<file path="src/hw/rtl/ncha_pkg.sv">
// ----------------------------------------------------------------------------
// Nearest cluster head assignment: package
// Widths, codes and the head table entry type.
// ----------------------------------------------------------------------------
`default_nettype none

package ncha_pkg;

  localparam int MAX_HEADS_DEF = 16;
  localparam int COORD_BITS    = 16;
  localparam int NODE_W        = 10;
  localparam int OP_W          = 2;
  localparam int STATUS_W      = 3;
  localparam int SLOT_OUT_W    = 4;
  localparam int SQ_W          = 2 * COORD_BITS;
  localparam int SUM_W         = SQ_W + 1;

  typedef enum logic [OP_W-1:0] {
    OP_CLEAR  = 2'd0,
    OP_APPEND = 2'd1,
    OP_ASSIGN = 2'd2
  } opcode_t;

  typedef enum logic [STATUS_W-1:0] {
    ST_DONE     = 3'd0,
    ST_ASSIGNED = 3'd1,
    ST_IS_HEAD  = 3'd2,
    ST_NO_HEADS = 3'd3,
    ST_FULL     = 3'd4
  } status_t;

  typedef struct packed {
    logic [NODE_W-1:0]     node;
    logic [COORD_BITS-1:0] x;
    logic [COORD_BITS-1:0] y;
  } head_entry_t;

  typedef struct packed {
    logic              vld;
    logic [SQ_W-1:0]   sq_x;
    logic [SQ_W-1:0]   sq_y;
    logic [NODE_W-1:0] node;
  } dist_res_t;

endpackage

`default_nettype wire

</file>
<file path="src/hw/rtl/ncha_head_mem.sv">
// ----------------------------------------------------------------------------
// Nearest cluster head assignment: head table
// One write port and one read port with registered read data.
// ----------------------------------------------------------------------------
`default_nettype none

module ncha_head_mem #(
  parameter int MAX_HEADS = ncha_pkg::MAX_HEADS_DEF,
  parameter int SLOT_W    = (MAX_HEADS > 1) ? $clog2(MAX_HEADS) : 1
) (
  input  wire                      clk,
  input  wire                      wr_en,
  input  wire [SLOT_W-1:0]         wr_addr,
  input  wire ncha_pkg::head_entry_t wr_data,
  input  wire                      rd_en,
  input  wire [SLOT_W-1:0]         rd_addr,
  output ncha_pkg::head_entry_t    rd_data
);

  ncha_pkg::head_entry_t mem [MAX_HEADS];
  ncha_pkg::head_entry_t rd_data_r;

  always_ff @(posedge clk) begin
    if (wr_en) begin
      mem[wr_addr] <= wr_data;
    end
  end

  always_ff @(posedge clk) begin
    if (rd_en) begin
      rd_data_r <= mem[rd_addr];
    end
  end

  assign rd_data = rd_data_r;

endmodule

`default_nettype wire

</file>
<file path="src/hw/rtl/ncha_dist.sv">
// ----------------------------------------------------------------------------
// Nearest cluster head assignment: distance stage
// Squares the x and y differences between the query and one head.
// ----------------------------------------------------------------------------
`default_nettype none

module ncha_dist #(
  parameter int SLOT_W = 4
) (
  input  wire                                  clk,
  input  wire                                  rst_n,
  input  wire                                  in_vld,
  input  wire [SLOT_W-1:0]                     in_slot,
  input  wire ncha_pkg::head_entry_t           entry,
  input  wire [ncha_pkg::COORD_BITS-1:0]       qx,
  input  wire [ncha_pkg::COORD_BITS-1:0]       qy,
  output ncha_pkg::dist_res_t                  res,
  output logic [SLOT_W-1:0]                    res_slot
);

  logic [ncha_pkg::COORD_BITS-1:0] dx;
  logic [ncha_pkg::COORD_BITS-1:0] dy;
  logic                            vld_r;
  logic [ncha_pkg::SQ_W-1:0]       sq_x_r;
  logic [ncha_pkg::SQ_W-1:0]       sq_y_r;
  logic [ncha_pkg::NODE_W-1:0]     node_r;
  logic [SLOT_W-1:0]               slot_r;

  always_comb begin
    dx = (qx >= entry.x) ? (qx - entry.x) : (entry.x - qx);
    dy = (qy >= entry.y) ? (qy - entry.y) : (entry.y - qy);
  end

  always_ff @(posedge clk) begin
    if (!rst_n) begin
      vld_r <= 1'b0;
    end else begin
      vld_r <= in_vld;
    end
    sq_x_r <= ncha_pkg::SQ_W'(dx) * ncha_pkg::SQ_W'(dx);
    sq_y_r <= ncha_pkg::SQ_W'(dy) * ncha_pkg::SQ_W'(dy);
    node_r <= entry.node;
    slot_r <= in_slot;
  end

  always_comb begin
    res.vld  = vld_r;
    res.sq_x = sq_x_r;
    res.sq_y = sq_y_r;
    res.node = node_r;
    res_slot = slot_r;
  end

endmodule

`default_nettype wire

</file>
<file path="src/hw/rtl/nearest_cluster_head_assign_top.sv">
// ----------------------------------------------------------------------------
// Nearest cluster head assignment: top level
// Head table with clear, append and nearest-head query.
// ----------------------------------------------------------------------------
// Every input word yields exactly one result word. Clear, append, a query for
// a node that is itself a head, and a query with an empty table finish on
// acceptance: the result register loads at the edge that accepts the word. A query
// that must search walks the loaded heads through the single read port of
// the head table, one entry per cycle, followed by the squaring stage and
// the compare; its result is loaded in S_RESULT once the output is free,
// and the next word is taken once that result has left. Ties go to the lowest
// slot. The table needs no clearing pass after reset.
// ----------------------------------------------------------------------------
`default_nettype none

module nearest_cluster_head_assign_top #(
  parameter int MAX_HEADS = ncha_pkg::MAX_HEADS_DEF
) (
  input  wire                                clk,
  input  wire                                rst_n,
  input  wire                                in_valid,
  output logic                               in_stall,
  input  wire [ncha_pkg::OP_W-1:0]           in_opcode,
  input  wire [ncha_pkg::NODE_W-1:0]         in_node_number,
  input  wire [15:0]                         in_pos_x,
  input  wire [15:0]                         in_pos_y,
  input  wire                                in_is_head,
  output logic                               out_valid,
  input  wire                                out_stall,
  output logic [ncha_pkg::STATUS_W-1:0]      out_status,
  output logic [ncha_pkg::NODE_W-1:0]        out_head_number,
  output logic [ncha_pkg::SLOT_OUT_W-1:0]    out_head_slot
);

  localparam int SLOT_W  = (MAX_HEADS > 1) ? $clog2(MAX_HEADS) : 1;
  localparam int COUNT_W = $clog2(MAX_HEADS + 1);
  localparam int CB      = ncha_pkg::COORD_BITS;

  typedef enum logic [1:0] {
    S_IDLE,
    S_SCAN,
    S_RESULT
  } state_t;

  state_t                             state_r, state_nxt;
  logic [COUNT_W-1:0]                 count_r, count_nxt;
  logic [COUNT_W-1:0]                 iss_r, iss_nxt;
  logic [CB-1:0]                      qx_r, qx_nxt;
  logic [CB-1:0]                      qy_r, qy_nxt;
  logic                               rd_vld_r, rd_vld_nxt;
  logic [ncha_pkg::SUM_W-1:0]         best_d_r, best_d_nxt;
  logic [SLOT_W-1:0]                  best_slot_r, best_slot_nxt;
  logic [ncha_pkg::NODE_W-1:0]        best_node_r, best_node_nxt;
  logic                               out_valid_r, out_valid_nxt;
  logic [ncha_pkg::STATUS_W-1:0]      out_status_r, out_status_nxt;
  logic [ncha_pkg::NODE_W-1:0]        out_number_r, out_number_nxt;
  logic [ncha_pkg::SLOT_OUT_W-1:0]    out_slot_r, out_slot_nxt;

  logic                               out_free;
  logic                               in_acc;
  logic                               issue;
  logic                               wr_en;
  ncha_pkg::head_entry_t              wr_data;
  ncha_pkg::head_entry_t              rd_data;
  ncha_pkg::dist_res_t                dres;
  logic [SLOT_W-1:0]                  dslot;
  logic [ncha_pkg::SUM_W-1:0]         dsum;
  logic                               take;
  logic                               last;
  logic [COUNT_W+ncha_pkg::SLOT_OUT_W-1:0] count_ext;
  logic [SLOT_W+ncha_pkg::SLOT_OUT_W-1:0]  best_ext;

  // The read issued last cycle was for slot iss_r - 1.
  function automatic logic [SLOT_W-1:0] best_slot_addr(input logic [COUNT_W-1:0] iss);
    logic [COUNT_W-1:0] prev;
    prev = iss - COUNT_W'(1);
    return prev[SLOT_W-1:0];
  endfunction

  ncha_head_mem #(
    .MAX_HEADS (MAX_HEADS),
    .SLOT_W    (SLOT_W)
  ) u_mem (
    .clk     (clk),
    .wr_en   (wr_en),
    .wr_addr (count_r[SLOT_W-1:0]),
    .wr_data (wr_data),
    .rd_en   (issue),
    .rd_addr (iss_r[SLOT_W-1:0]),
    .rd_data (rd_data)
  );

  ncha_dist #(
    .SLOT_W (SLOT_W)
  ) u_dist (
    .clk      (clk),
    .rst_n    (rst_n),
    .in_vld   (rd_vld_r),
    .in_slot  (best_slot_addr(iss_r)),
    .entry    (rd_data),
    .qx       (qx_r),
    .qy       (qy_r),
    .res      (dres),
    .res_slot (dslot)
  );

  always_comb begin
    out_free  = !out_valid_r || !out_stall;
    in_stall  = (state_r != S_IDLE) || !out_free;
    in_acc    = in_valid && !in_stall;
    issue     = (state_r == S_SCAN) && (iss_r != count_r);
    dsum      = ncha_pkg::SUM_W'(dres.sq_x) + ncha_pkg::SUM_W'(dres.sq_y);
    take      = (dslot == '0) || (dsum < best_d_r);
    last      = (COUNT_W'(dslot) == (count_r - COUNT_W'(1)));
    count_ext = {{ncha_pkg::SLOT_OUT_W{1'b0}}, count_r};
    best_ext  = {{ncha_pkg::SLOT_OUT_W{1'b0}}, best_slot_r};

    wr_en        = 1'b0;
    wr_data.node = in_node_number;
    wr_data.x    = in_pos_x[CB-1:0];
    wr_data.y    = in_pos_y[CB-1:0];

    state_nxt      = state_r;
    count_nxt      = count_r;
    iss_nxt        = iss_r;
    qx_nxt         = qx_r;
    qy_nxt         = qy_r;
    rd_vld_nxt     = issue;
    best_d_nxt     = best_d_r;
    best_slot_nxt  = best_slot_r;
    best_node_nxt  = best_node_r;
    out_valid_nxt  = out_valid_r && out_stall;
    out_status_nxt = out_status_r;
    out_number_nxt = out_number_r;
    out_slot_nxt   = out_slot_r;

    if (issue) begin
      iss_nxt = iss_r + COUNT_W'(1);
    end

    if (dres.vld && take) begin
      best_d_nxt    = dsum;
      best_slot_nxt = dslot;
      best_node_nxt = dres.node;
    end

    case (state_r)
      S_IDLE: begin
        if (in_acc) begin
          out_valid_nxt  = 1'b1;
          out_status_nxt = ncha_pkg::ST_DONE;
          out_number_nxt = '0;
          out_slot_nxt   = '0;
          case (in_opcode)
            ncha_pkg::OP_CLEAR: begin
              count_nxt = '0;
            end
            ncha_pkg::OP_APPEND: begin
              if (count_r >= COUNT_W'(MAX_HEADS)) begin
                out_status_nxt = ncha_pkg::ST_FULL;
              end else begin
                wr_en          = 1'b1;
                count_nxt      = count_r + COUNT_W'(1);
                out_number_nxt = in_node_number;
                out_slot_nxt   = count_ext[ncha_pkg::SLOT_OUT_W-1:0];
              end
            end
            ncha_pkg::OP_ASSIGN: begin
              if (in_is_head) begin
                out_status_nxt = ncha_pkg::ST_IS_HEAD;
                out_number_nxt = in_node_number;
              end else if (count_r == '0) begin
                out_status_nxt = ncha_pkg::ST_NO_HEADS;
              end else begin
                out_valid_nxt = 1'b0;
                qx_nxt        = in_pos_x[CB-1:0];
                qy_nxt        = in_pos_y[CB-1:0];
                iss_nxt       = '0;
                state_nxt     = S_SCAN;
              end
            end
            default: begin
              out_status_nxt = ncha_pkg::ST_DONE;
            end
          endcase
        end
      end
      S_SCAN: begin
        if (dres.vld && last) begin
          state_nxt = S_RESULT;
        end
      end
      S_RESULT: begin
        if (out_free) begin
          out_valid_nxt  = 1'b1;
          out_status_nxt = ncha_pkg::ST_ASSIGNED;
          out_number_nxt = best_node_r;
          out_slot_nxt   = best_ext[ncha_pkg::SLOT_OUT_W-1:0];
          state_nxt      = S_IDLE;
        end
      end
      default: begin
        state_nxt = S_IDLE;
      end
    endcase
  end

  always_ff @(posedge clk) begin
    if (!rst_n) begin
      state_r     <= S_IDLE;
      count_r     <= '0;
      iss_r       <= '0;
      rd_vld_r    <= 1'b0;
      out_valid_r <= 1'b0;
    end else begin
      state_r     <= state_nxt;
      count_r     <= count_nxt;
      iss_r       <= iss_nxt;
      rd_vld_r    <= rd_vld_nxt;
      out_valid_r <= out_valid_nxt;
    end
    qx_r         <= qx_nxt;
    qy_r         <= qy_nxt;
    best_d_r     <= best_d_nxt;
    best_slot_r  <= best_slot_nxt;
    best_node_r  <= best_node_nxt;
    out_status_r <= out_status_nxt;
    out_number_r <= out_number_nxt;
    out_slot_r   <= out_slot_nxt;
  end

  assign out_valid       = out_valid_r;
  assign out_status      = out_status_r;
  assign out_head_number = out_number_r;
  assign out_head_slot   = out_slot_r;

endmodule

`default_nettype wire

</file>
<file path="config.mk">
export PLATFORM = sky130hd
export DESIGN_NAME = nearest_cluster_head_assign_top
export DESIGN_NICKNAME = d
export VERILOG_FILES = /design/src/hw/rtl/ncha_pkg.sv /design/src/hw/rtl/ncha_head_mem.sv /design/src/hw/rtl/ncha_dist.sv /design/src/hw/rtl/nearest_cluster_head_assign_top.sv
export SDC_FILE = /design/constraint.sdc
export NUM_CORES = 2
export LEC_CHECK = 0
export ABC_CLOCK_PERIOD_IN_PS = 14100
export BUFFER_PORTS_ARGS = -buffer_cell sky130_fd_sc_hd__buf_2
export CORE_MARGIN = 4
export CORE_UTILIZATION = 57
export CTS_CLUSTER_DIAMETER = 30
export CTS_CLUSTER_SIZE = 8
export DETAILED_ROUTE_END_ITERATION = 12
export PLACE_DENSITY = 0.73
export SLEW_MARGIN = 20
export SYNTH_ARGS = -nofsm -noshare
export SYNTH_HDL_FRONTEND = slang
export SYNTH_SLANG_ARGS = --single-unit
</file>
<file path="constraint.sdc">
create_clock -name clk -period 14.1 [get_ports clk]
set_input_delay 1.41 -clock clk [delete_from_list [all_inputs] [get_ports clk]]
set_output_delay 1.41 -clock clk [all_outputs]
set_load 0.005 [all_outputs]
</file>
Word level (Yosys, flattened, before mapping)
Memory sizes are Yosys's and may differ from the RTL's. A register that Yosys moved wholly into a read port is not among the register bits.
Cells that the tools add are included.
{"block": "word_totals", "word_cells": 119, "input_bits": 49, "regBits": 189, "memories": 1, "mem_bits_rw": 672}
{"name": "u_mem.mem", "depth": 16, "width": 42, "read_ports": 1, "rd_ports_with_merged_regs": 1, "write_ports": 1, "line": "ncha_head_mem.sv:20", "source": "ncha_pkg::head_entry_t mem [MAX_HEADS];"}
{"block": "op_classes", "eq_ne": 13, "magnitude_cmp": 4, "mux": 47, "mul": 2, "add_sub_neg": 9, "bitwise_logic": 2, "n_reduce_logical": 23}
{"op": "multiplier 16 x 16 -> 32 bit", "count": 2}
{"op": "subtractor 16 bit", "count": 4}
{"op": "two-way mux 10 bit", "count": 4}
{"op": "one-hot mux 10 bit (2 select lines)", "count": 2}
{"op": "two-way mux 5 bit", "count": 7}
{"op": "adder 32 x 32 -> 33 bit", "count": 1}
{"op": "less-than comparator 33 bit", "count": 1}
{"op": "greater-or-equal comparator 16 bit", "count": 2}
{"op": "two-way mux 16 bit", "count": 2}
{"op": "two-way mux 2 bit", "count": 8}
{"op": "two-way mux 4 bit", "count": 4}
{"op": "one-hot mux 3 bit (2 select lines)", "count": 2}
{"op": "two-way mux 1 bit", "count": 11}
{"op": "adder 5 x 1 -> 5 bit, second input constant", "count": 2}
{"op": "!= test 2 bit, second input constant", "count": 5}
{"op": "one-hot mux 5 bit (2 select lines)", "count": 1}
{"op": "two-way mux 3 bit", "count": 3}
{"op": "one-hot mux 4 bit (2 select lines)", "count": 1}
{"op": "one-hot mux 2 bit (3 select lines)", "count": 1}
{"op": "AND reduction 6 bit", "count": 1}
{"op": "nonzero test 2 bit", "count": 3}
{"op": "== test 4 x 5 -> 1 bit", "count": 1}
{"op": "greater-or-equal comparator 5 bit, second input constant", "count": 1}
{"op": "logical AND 1 bit", "count": 5}
{"op": "other kinds (16)", "count": 26}

Depth between registers and ports, before layout
{"block": "logic_depth", "depth_word": 10, "mapped_depth": 38}

Modules after synthesis
Synthesis repeated with hierarchy kept, for this count alone.
{"block": "hier_totals", "hier_cells": 3907, "hier_area_um2": 52444.0}
{"mod": "ncha_head_mem", "cells_each": 1092, "area_per_inst_um2": 26479.1, "seq_area_each_um2": 21440.6, "n_inst": 1}
{"mod": "ncha_dist", "cells_each": 2239, "area_per_inst_um2": 19517.5, "seq_area_each_um2": 1541.5, "n_inst": 1}
{"mod": "nearest_cluster_head_assign_top", "cells_each": 576, "area_per_inst_um2": 6447.4, "seq_area_each_um2": 3163.0, "n_inst": 1}

Worst setup path after synthesis
No wires, ideal clock.
{"block": "synth_path", "path_type": "register to register", "start": "register qy_r[0]", "end": "register u_dist.sq_y_r[30] in the netlist's numbering", "n_path_buf": 2, "arrival_ns": 8.223, "path_stages_with_launch": 38, "t_required_ns": 14.028, "setup_slack_ns": 5.805, "path_cell_list": "edfxtp_1 > inv_1 > ha_1 > inv_1 > fa_1 > a211oi_2 > o211ai_1 > o211ai_1 > a31o_2 > and2_1 > buf_6 > inv_2 > a311oi_1 > or3_1 > buf_2 > a21oi_1 > fa_1 > inv_1 > [2 not listed] > fa_1 > inv_1 > fa_1 > inv_1 > fa_1 > inv_1 > fa_1 > inv_1 > ha_1 > a21oi_1 > o21ai_0 > a211oi_1 > o21ai_0 > a211o_1 > a21oi_1 > nor2_1 > a221oi_1 > xnor2_1"}
{"block": "synth_via", "elab_chain_cells": 3, "elab_cells_between_ends": 5}
{"item": "start: declaration", "line": "nearest_cluster_head_assign_top.sv:49", "source": "logic [CB-1:0] qy_r, qy_nxt;"}
{"item": "start signal: assignment", "line": "nearest_cluster_head_assign_top.sv:223", "source": "qy_r <= qy_nxt;"}
{"item": "subtractor 16 bit or greater-or-equal comparator 16 bit (tied branches)", "line": "ncha_dist.sv:31", "source": "dy = (qy >= entry.y) ? (qy - entry.y) : (entry.y - qy);"}
{"item": "two-way mux 16 bit *", "line": "ncha_dist.sv:31"}
{"item": "multiplier 16 x 16 -> 32 bit *", "line": "ncha_dist.sv:41", "source": "sq_y_r <= ncha_pkg::SQ_W'(dy) * ncha_pkg::SQ_W'(dy);"}
{"item": "end signal: assignment", "line": "ncha_dist.sv:41"}
{"item": "end: declaration", "line": "ncha_dist.sv:25", "source": "logic [ncha_pkg::SQ_W-1:0] sq_y_r;"}
Mark *: on every way between the ends. The rest lies on a longest branch, timed or not.
A chain may end at the register's enable or synchronous reset.

Final worst setup path
Same ends and word-level chain as after synthesis.

==> flow_metrics.tcl <==
set metrics [dict create \
    crit_top_cell "inv_1" \
    path_class "flop to flop" \
    multiInputGateArea_sq_um 22740 \
    critPathMaxFanout 16 \
    maxCapViolations 0 \
    ys_warn_count 0 \
    cts_tree "yes" \
    clock_latency_ns 0.73 \
    antenna_found_initial 14 \
    place_hpwl_microns 73320 \
    ir_drop_uv 127.9 \
    min_period_ns 9.995 \
    regToRegStartpoint "qy_r[0]" \
    gr-total-overflow 0 \
    routed_wl_microns 120000 \
    remaining_drc_errors 0 \
    dr.pass1.iters 6 \
    async_flop_share 0 \
    relSlewSlack 0.2565 \
    cts_max_level 4 \
    startpoint "qy_r[0]" \
    worstHoldStart "u_mem.rd_data[37]" \
    power.internal_mw 6.141 \
    layout_worst_path_cycle_share 0.7088 \
    ys_types 95 \
    synth.most_common_cell "edfxtp_1" \
    cts.sinks 901 \
    synth_top_area_share 0.4721 \
    place.gp.congestion 0.8892 \
    end_kind "flop" \
    grt_pass1_vias 32550 \
    core_sq_um 89870 \
    p_leak_nw 23.68 \
    fill_cells 6249 \
    max_clock_freq_ghz 0.1001 \
    p_per_area_nw_per_um2 142.3 \
    yosys-top-cells-area "edfxtp_1, fa_1, mux4_2" \
    post-cts-setup-buffers 0 \
    via_per_inst 5.932 \
    synth_area_leader_cell "edfxtp_1" \
    yosysSeqAreaShare 0.5074 \
    dieArea_sq_um 95270 \
    synth-seq-cells 901 \
    die_w_microns 308.7 \
    cts_resized 0 \
    cp.arrival_ns 10.60 \
    grt_max_degree 102 \
    cp_slowest_stage_delay_ns 0.72 \
    boundaryPins 68 \
    min_path_type "flop to flop" \
    rsz0062_at_grt "no" \
    setup_viol 0 \
    fin_util 0.6537 \
    regArea_sq_um 26160 \
    initial_core_util 0.5733 \
    cts-buffers-inserted 165 \
    clkPwrFrac 0.459 \
    p_comb_frac 0.174 \
    grt_first_pass_wirelength_microns 188800 \
    ant_nets 0 \
    syn-num-nets 4370 \
    worst_pin_slew_ns 1.115 \
    netlist_area_sq_um 51530 \
    wl_per_cell_microns 23.37 \
    sw_frac_of_total 0.2653 \
    drtIter0Drc 2977 \
    io_buffers 67 \
    syn_to_final_growth_pct 14.02 \
    slew_viol_final 0 \
    clock_path_buffers 3 \
    cp.required_ns 14.71 \
    p_seq_frac 0.367 \
    critPathLaunchType "flop" \
    postPlaceCellArea_sq_um 53280 \
    whs_ns 0.3478 \
    hold_viol 0 \
    rows 110 \
    finalNetCount 4536 \
    num_vias 30450 \
    synth-main-ff-cell "edfxtp_1" \
    holdBufCountCts 0 \
    synth_edf_count 810 \
    slowest_stage "and2_1" \
    clock-root-buffer "clkbuf_16" \
    design_area_sq_um 58750 \
    p_switching_mw 2.218 \
    avgSynthCellArea_sq_um 14.06 \
    fp.dieH_microns 308.7 \
    grt_use_total 0.2609 \
    drive_above_1_share 0.1665 \
    status "completed" \
    clk_pin_slew_worst_paths_ns 0.06 \
    clock_skew_ns 0.05450 \
    netlist_top_cells_count "edfxtp_1, inv_1, fa_1, ha_1, nor2_1" \
    setup_tns_ns 0 \
    power.total_mw 8.359 \
    netlist_instances 3665 \
]
path summary, 6_finish.rpt:
check | slack, ns | depth (start not counted) | end
max | 4.11 | 37 | u_dist.sq_y_r[30]
min | 0.35 | 0 | u_dist.node_r[5]
max reg2reg | 4.11 | 37 | u_dist.sq_y_r[30]
min reg2reg | 0.35 | 0 | u_dist.node_r[5]
metrics by stage:
stage / cells / worst slack, ns
CTS: 5127 / 4.102
finish: 5133 / 4.105
floorplan: 3665 / 5.805
global placement: 4839 / 4.447
global route: 5131 / 3.438
detailed placement: 4839 / 4.174
placed cells by master (no fill, tap or decap), drive strengths merged, types with 5 or more instances in the layout:
| cell | Yosys | routed |
|---|---|---|
| a22o | 14 | 14 |
| fa | 328 | 328 |
| clkinv | 2 | 50 |
| ha | 328 | 328 |
| nor2 | 218 | 218 |
| diode | 0 | 5 |
| nand2 | 195 | 195 |
| a21o | 80 | 80 |
| xor2 | 52 | 52 |
| a31oi | 12 | 12 |
| o211ai | 9 | 9 |
| dfxtp | 91 | 91 |
| inv | 590 | 598 |
| o21ai | 83 | 83 |
| mux2i | 16 | 16 |
| and3 | 11 | 11 |
| bufinv | 0 | 14 |
| a221oi | 6 | 6 |
| a311oi | 7 | 7 |
| a211oi | 21 | 21 |
| nor3 | 26 | 26 |
| nand3 | 20 | 20 |
| and2 | 12 | 12 |
| xnor2 | 82 | 82 |
| mux4 | 210 | 210 |
| mux2 | 5 | 5 |
| edfxtp | 810 | 810 |
| a21oi | 125 | 125 |
| clkinvlp | 0 | 6 |
| buf | 67 | 112 |
| nor2b | 22 | 22 |
| o21bai | 17 | 17 |
| nand2b | 42 | 42 |
| o31a | 9 | 9 |
| a31o | 6 | 6 |
| a211o | 6 | 6 |
| nand4 | 22 | 22 |
| clkbuf | 46 | 212 |
| o31ai | 11 | 11 |
| o21a | 17 | 17 |
final cells by class:
class / count / area share
antenna: 5 / 0.0002130
inverter: 592 / 0.03791
multi-input combinational: 2059 / 0.3871
timing repair buffer: 112 / 0.01201
tap: 1176 / 0.02505
clock buffer: 212 / 0.07610
sequential: 901 / 0.4453
clock inverter: 76 / 0.01636
sequential cells by signal, summed over array words and instances (netlist names):
register	count
qx_r	16
u_dist.vld_r	1
u_dist.res_slot	4
u_dist.sq_y_r	31
rd_vld_r	1
state_r	2
u_dist.sq_x_r	31
best_node_r	10
u_mem.mem	672
out_status	3
best_slot_r	4
iss_r	5
count_r	5
out_head_slot	4
u_dist.node_r	10
out_head_number	10
qy_r	16
best_d_r	33
out_valid	1
u_mem.rd_data	42
power groups by stage:
stage	logic, mW	registers [mW]	clock network, mW
after floorplan	1.09	3.10	0
after global placement	1.40	3.12	0
after detailed placement	1.42	3.12	0
after CTS	1.45	3.07	3.88
after global routing	1.66	3.07	4.02
final	1.45	3.07	3.84
critical path: cells and delay by family, from the launching register on:
family	cells	cell delay [ns]
buffers and inverters	10	0.80
and+or+nand+nor	4	1.16
AOI/OAI and AO/OA	12	3.11
adders and majority gates	9	3.96
xor gates and xnor gates	2	0.48
DFF	1	0.38
per-layer routing:
layer  track usage  wire, microns  part of all wire  vias up
li1              -              -                 -    13320
met1        0.3483          47400              0.40    15470
met2        0.4392          60140              0.50     1435
met3       0.05005           9629             0.080      220
met4       0.08207           2764             0.023        6
met5             0             40           0.00033        -
logic make-up (layout without fill, tap and decap cells):
logic type               Yosys count  in the layout  synth area share
XOR/XNOR                         135            135           0.02484
multiplexers                     231            231           0.09631
AO/OA/AOI/OAI                    444            444           0.05745
flip-flops                       901            901            0.5074
other                              0              5                 0
AND/OR/NAND/NOR                  593            593           0.05279
adder cells (fa/ha/maj)          656            656            0.2071
buffers and inverters            705            992           0.05410
(Power assumes the default switching activity.)
